## src/rtl/urhr_pkg.sv

```systemverilog
// ----------------------------------------------------------------------------
// urhr_pkg
// Shared constants, types and the one's-complement update helper for the
// UDP relay header rewrite block.
// ----------------------------------------------------------------------------
package urhr_pkg;

    // Rule store geometry
    localparam int RULE_SLOTS = 64;
    localparam int SLOT_W     = (RULE_SLOTS > 1) ? $clog2(RULE_SLOTS) : 1;
    localparam int SCNT_W     = SLOT_W + 1;

    // Header qualification
    localparam logic [15:0] MIN_FRAME_LEN = 16'd42;
    localparam logic [15:0] ETHTYPE_IPV4  = 16'h0800;
    localparam logic [7:0]  PROTO_UDP     = 8'd17;

    // Checksum specials
    localparam logic [15:0] CK_NONE     = 16'h0000;
    localparam logic [15:0] CK_ALL_ONES = 16'hFFFF;

    // Result kinds
    typedef logic [1:0] t_action;
    localparam t_action ACT_PASS   = 2'd0;
    localparam t_action ACT_XMIT   = 2'd1;
    localparam t_action ACT_STORED = 2'd2;
    localparam t_action ACT_FULL   = 2'd3;

    // Request kinds
    localparam logic FUNC_RULE   = 1'b0;
    localparam logic FUNC_PACKET = 1'b1;

    // Checksum word select
    typedef logic [1:0] t_ck_sel;
    localparam t_ck_sel CK_SEL_IP_HI = 2'd0;
    localparam t_ck_sel CK_SEL_IP_LO = 2'd1;
    localparam t_ck_sel CK_SEL_PORT  = 2'd2;

    typedef struct packed {
        logic        func;
        logic [15:0] frame_len;
        logic [15:0] eth_type;
        logic [7:0]  ip_protocol;
        logic [31:0] src_ip;
        logic [15:0] udp_sport;
        logic [31:0] dst_ip;
        logic [15:0] udp_dport;
        logic [15:0] ip_checksum;
        logic [15:0] udp_checksum;
        logic [47:0] dest_mac;
        logic [47:0] source_mac;
    } t_req;

    typedef struct packed {
        t_action     action;
        logic [47:0] out_dest_mac;
        logic [47:0] out_source_mac;
        logic [31:0] out_dst_ip;
        logic [15:0] out_udp_dport;
        logic [15:0] out_ip_checksum;
        logic [15:0] out_udp_checksum;
    } t_rsp;

    // Controller -> datapath
    typedef struct packed {
        logic    load_in;
        logic    scan_clear;
        logic    scan_step;
        logic    store;
        logic    ck_step;
        t_ck_sel ck_sel;
        logic    load_out;
    } t_cmd;

    // Datapath -> controller
    typedef struct packed {
        logic func;
        logic qualify;
        logic scan_done;
        logic hit;
        logic out_free;
    } t_sts;

    // RFC 1624 word replacement: ~(~hc + ~old + new) with end-around carry
    function automatic logic [15:0] csum_replace(input logic [15:0] hc,
                                                 input logic [15:0] old_w,
                                                 input logic [15:0] new_w);
        logic [17:0] sum;
        logic [16:0] fold1;
        logic [15:0] fold2;
        sum   = {2'b00, ~hc} + {2'b00, ~old_w} + {2'b00, new_w};
        fold1 = {1'b0, sum[15:0]} + {15'd0, sum[17:16]};
        fold2 = fold1[15:0] + {15'd0, fold1[16]};
        return ~fold2;
    endfunction

endpackage

```

## src/rtl/urhr_ctrl.sv

```systemverilog
// ----------------------------------------------------------------------------
// urhr_ctrl
// Sequencer: takes a request, runs the rule scan (not for a packet that fails
// to qualify), the store or the checksum steps, and loads the output register.
// ----------------------------------------------------------------------------
module urhr_ctrl (
    input  logic          i_clk,
    input  logic          i_rst_n,
    input  logic          i_s_tvalid,
    output logic          o_s_tready,
    input  urhr_pkg::t_sts i_sts,
    output urhr_pkg::t_cmd o_cmd
);

    localparam logic [2:0] ST_IDLE  = 3'd0;
    localparam logic [2:0] ST_CHECK = 3'd1;
    localparam logic [2:0] ST_SCAN  = 3'd2;
    localparam logic [2:0] ST_STORE = 3'd3;
    localparam logic [2:0] ST_CK0   = 3'd4;
    localparam logic [2:0] ST_CK1   = 3'd5;
    localparam logic [2:0] ST_CK2   = 3'd6;
    localparam logic [2:0] ST_OUT   = 3'd7;

    logic [2:0] r_state;
    logic [2:0] n_state;

    assign o_s_tready = (r_state == ST_IDLE);

    // Next state
    always_comb begin
        n_state = r_state;
        case (r_state)
            ST_IDLE: begin
                if (i_s_tvalid) n_state = ST_CHECK;
            end
            ST_CHECK: begin
                if (i_sts.func == urhr_pkg::FUNC_PACKET && !i_sts.qualify) begin
                    n_state = ST_OUT;
                end else begin
                    n_state = ST_SCAN;
                end
            end
            ST_SCAN: begin
                if (i_sts.scan_done) begin
                    if (i_sts.func == urhr_pkg::FUNC_RULE) n_state = ST_STORE;
                    else if (i_sts.hit)                   n_state = ST_CK0;
                    else                                  n_state = ST_OUT;
                end
            end
            ST_STORE: n_state = ST_OUT;
            ST_CK0:   n_state = ST_CK1;
            ST_CK1:   n_state = ST_CK2;
            ST_CK2:   n_state = ST_OUT;
            ST_OUT: begin
                if (i_sts.out_free) n_state = ST_IDLE;
            end
            default:  n_state = ST_IDLE;
        endcase
    end

    always_ff @(posedge i_clk) begin
        if (!i_rst_n) begin
            r_state <= ST_IDLE;
        end else begin
            r_state <= n_state;
        end
    end

    // Commands
    always_comb begin
        o_cmd            = '0;
        o_cmd.load_in    = (r_state == ST_IDLE) && i_s_tvalid;
        o_cmd.scan_clear = (r_state == ST_CHECK);
        o_cmd.scan_step  = (r_state == ST_SCAN) && !i_sts.scan_done;
        o_cmd.store      = (r_state == ST_STORE);
        o_cmd.ck_step    = (r_state == ST_CK0) || (r_state == ST_CK1) ||
                           (r_state == ST_CK2);
        o_cmd.load_out   = (r_state == ST_OUT) && i_sts.out_free;
        case (r_state)
            ST_CK0:  o_cmd.ck_sel = urhr_pkg::CK_SEL_IP_HI;
            ST_CK1:  o_cmd.ck_sel = urhr_pkg::CK_SEL_IP_LO;
            ST_CK2:  o_cmd.ck_sel = urhr_pkg::CK_SEL_PORT;
            default: o_cmd.ck_sel = urhr_pkg::CK_SEL_IP_HI;
        endcase
    end

endmodule

```

## config.mk

```make
export PLATFORM = sky130hd
export DESIGN_NAME = urhr_ctrl
export DESIGN_NICKNAME = d
export VERILOG_FILES = /design/src/rtl/urhr_pkg.sv /design/src/rtl/urhr_ctrl.sv
export SDC_FILE = /design/constraint.sdc
export NUM_CORES = 1
export LEC_CHECK = 0
export ABC_AREA = 1
export BUFFER_PORTS_ARGS = -buffer_cell sky130_fd_sc_hd__buf_2
export CAP_MARGIN = 20
export CORE_AREA = 2 2 39 41
export CTS_CLUSTER_SIZE = 25
export DETAILED_ROUTE_END_ITERATION = 10
export DIE_AREA = 0 0 41 43
export GPL_ROUTABILITY_DRIVEN = 0
export PLACE_DENSITY = 0.47
export SETUP_SLACK_MARGIN = 0.15
export SKIP_LAST_GASP = 1
export SYNTH_ARGS = -nofsm -noshare
export SYNTH_HDL_FRONTEND = slang
export SYNTH_SLANG_ARGS = --single-unit
```

## constraint.sdc

```tcl
create_clock -name i_clk -period 1.31 [get_ports i_clk]
set_input_delay 0.1965 -clock i_clk [delete_from_list [all_inputs] [get_ports i_clk]]
set_output_delay 0.1965 -clock i_clk [all_outputs]
set_load 0.01 [all_outputs]
```

==> impl_metrics.py <==
metrics = {
    "status": {
        "status": "finished, final reports clean",
    },
    "yosys": {
        "syn_inst": 54,
        "synth_fp_nets": 62,
        "async_flop_share_pct": 0,
        "synth.most_common_cell": "nand2_1",
        "synth.ff_latch_count": 3,
        "synth_top_area_share_pct": 19.59,
        "avgSynthCellArea_um2": 5.677,
        "synth_area_leaders": "dfxtp_1 (20%), nand2_1 (13%), inv_1 (12%), nor2_1 (12%), nand3_1 (6.5%)",
        "ys_types": 17,
        "synth.top_cells.by_count": "nand2_1 (11), inv_1 (10), nor2_1 (10)",
        "yosys.area.top_type": "dfxtp_1",
        "synth.cell_area_um2": 306.5,
        "synth_enable_flop_cells": 0,
        "yosysWarnings": 0,
        "ys_seq_area_share_pct": 19.59,
        "synth_flop_cell": "dfxtp_1",
    },
    "sta": {
        "clock.fmax_ghz": 0.7738,
        "timing.final.ws_setup_ns": 0.01776,
        "max_slew_margin_pct": 85.55,
        "slew_violations": 0,
        "skew_ns": 0.0001488,
        "hold_viol_final": 0,
        "finalCritPeriodShare_pct": 98.64,
        "final.min_clock_period_ns": 1.292,
        "worst_slew_pin_slew_ns": 0.2161,
        "setup_viol": 0,
        "fin_setup_tns_ns": 0,
        "rsz0062_at_grt": "yes",
    },
    "setup_path": {
        "worstPathArrival_ns": 1.10,
        "critPathCaptureType": "output pin",
        "r2r_slack_ns": 0.05,
        "r2r_start": "r_state[1]",
        "rr_worst_depth": 6,
        "required_ns": 1.11,
        "path_max_fanout": 7,
        "critPathLaunchType": "register",
        "path_class": "reg2out",
        "timing.rr.end": "r_state[0]",
    },
    "drt": {
        "dr.pass1.iters": 4,
        "wl_per_cell_um": 8.949,
        "wl_um": 886,
        "vias": 426,
        "viasPerCell": 4.303,
        "dr.first_iter.drc_count": 7,
        "route.detailed.drc": 0,
        "ant_nets": 0,
    },
    "pwr": {
        "leakage_uw": 0.0003332,
        "p_per_area_mw_per_mm2": 1179,
        "ir_drop_v": 0.0008239,
    },
    "run": {
        "drv_cap": 0,
    },
    "place": {
        "dp_hpwl_um": 589.6,
        "place_inst": 84,
        "place_ws_ns": 0.07647,
        "io_buffer_count": 16,
    },
    "cts": {
        "cts-root-buf": "clkbuf_4",
        "cts_hold_buffers": 0,
        "htree_levels": 1,
        "clockBufferDepth": 2,
        "cts_tree": "yes",
        "cts.sink_count": 3,
        "clock_latency_ns": 0.23,
        "clkSlewWorstSetupHoldPaths_ns": 0.04,
        "cts_made_buffers": 3,
    },
    "global_route": {
        "grt_pass1_wl_mm": 1.469,
        "grt_overflow": 0,
        "grt_max_degree": 9,
        "grt_use_total_pct": 11.84,
        "antenna_found_initial": 0,
        "grt_pass1_vias": 389,
    },
    "floorplan": {
        "fp.dieH_um": 43,
        "core_area_mm2": 0.001384,
        "die-area_mm2": 0.001763,
        "die_w_um": 41,
        "rows": 14,
        "initial_core_util_pct": 22.15,
        "ios": 17,
    },
    "cells_and_area": {
        "area_growth_syn_to_layout_pct": 96.33,
        "num_antenna_cells": 0,
        "fin_nets": 92,
        "max_flop_register": "r_state",
        "top_regs": "r_state: 3 flops",
        "largest_reg_flops": 3,
        "stdcell_count": 99,
        "fill_cells": 158,
        "ff_latch_area_um2": 71.32,
        "multi_input_area_um2": 232.7,
        "drive_above_1_share_pct": 62.65,
    },
    "min_path": {
        "holdCritPathClass": "in2reg",
        "hold_end": "r_state[2]",
        "hold_depth": 3,
        "hold_start": "i_rst_n",
    },
}
==> worst max-delay path, cell delays in order (launching register included) <==
cell and delay (ns):
dfxtp_4 0.37, nor3_4 0.23, inv_2 0.06, nor2_1 0.07, buf_2 0.13
==> cell families after synthesis <==
family | count (synthesis) | synth area share [%]
AO/OA/AOI/OAI | 5 | 8.978
AND/OR/NAND/NOR | 32 | 48.58
flip-flops | 3 | 19.59
buffers and inverters | 14 | 22.86
==> layout make-up <==
type	count	area share [%]
Sequential cell	3	11.85
Timing Repair Buffer	27	33.06
Inverter	12	8.732
Clock buffer	4	4.366
Multi-Input combinational cell	37	38.67
Tap cell	16	3.326
==> cell usage in the layout, fill, tap and decap left out <==
cell	synthesis	final
nor3_2	1	2
clkbuf_1	0	1
inv_1	10	6
buf_4	0	7
inv_4	0	1
nand3_1	4	4
nand2_8	0	1
clkbuf_4	0	3
inv_2	2	4
nand4_1	1	1
nor2_2	1	2
o211ai_1	1	1
buf_12	0	1
o21ai_0	1	1
buf_2	0	14
nand2_1	11	8
buf_6	1	5
nand2_2	1	2
nor3_4	0	1
a21oi_2	0	3
nor2_1	10	9
nand2_4	1	2
dfxtp_4	0	3
inv_6	0	1
==> worst max-delay path by stage <==
stage / to / start / cells after the start
2_1_floorplan: o_cmd[7] / r_state[1] / 4
3_3_place_gp: r_state[2] / r_state[1] / 6
3_5_place_dp: r_state[0] / r_state[0] / 7
4_1_cts: o_cmd[7] / r_state[1] / 4
5_1_grt: o_cmd[7] / r_state[1] / 4
6_report: o_cmd[7] / r_state[1] / 4
==> stage by stage <==
step / utilization [%] / power [uW] / area, um^2 / hold WS, ns
2_1_floorplan: - / 302.7 / 312.8 / 0.3280
3_3_place_gp: 28.03 / 359.7 / 387.9 / 0.4608
3_5_place_dp: 28.03 / 358.2 / 387.9 / 0.4543
4_1_cts: 36.98 / 633.2 / 511.7 / 0.2039
5_1_grt: 43.49 / 774.4 / 601.8 / 0.2280
6_report: 43.49 / 709.3 / 601.8 / 0.2198
==> per-layer routing <==
| layer | global-route usage, % | share of wire [%] | wire [um] | vias to the layer above |
|---|---|---|---|---|
| li1 | - | - | - | 223 |
| met4 | 2.000 | 0 | 0 | 0 |
| met5 | 0 | 0 | 0 | - |
| met1 | 16.03 | 42 | 368 | 190 |
| met3 | 4.712 | 8.6 | 76 | 0 |
| met2 | 17.50 | 50 | 441 | 13 |
==> power breakdown <==
part / internal [uW] / total [uW] / switching [uW]
Sequential: 111 / 143 / 31.8
Clock: 114 / 161 / 46.6
Combinational: 216 / 406 / 190
==> timing repair <==
| action | CTS | global route |
|---|---|---|
| gates resized for setup | 13 | 17 |
| pin swaps | 4 | 5 |
| endpoints found under the setup margin | 12 | 12 |
| setup buffers | 7 | 4 |
(Power assumes the default switching activity.)
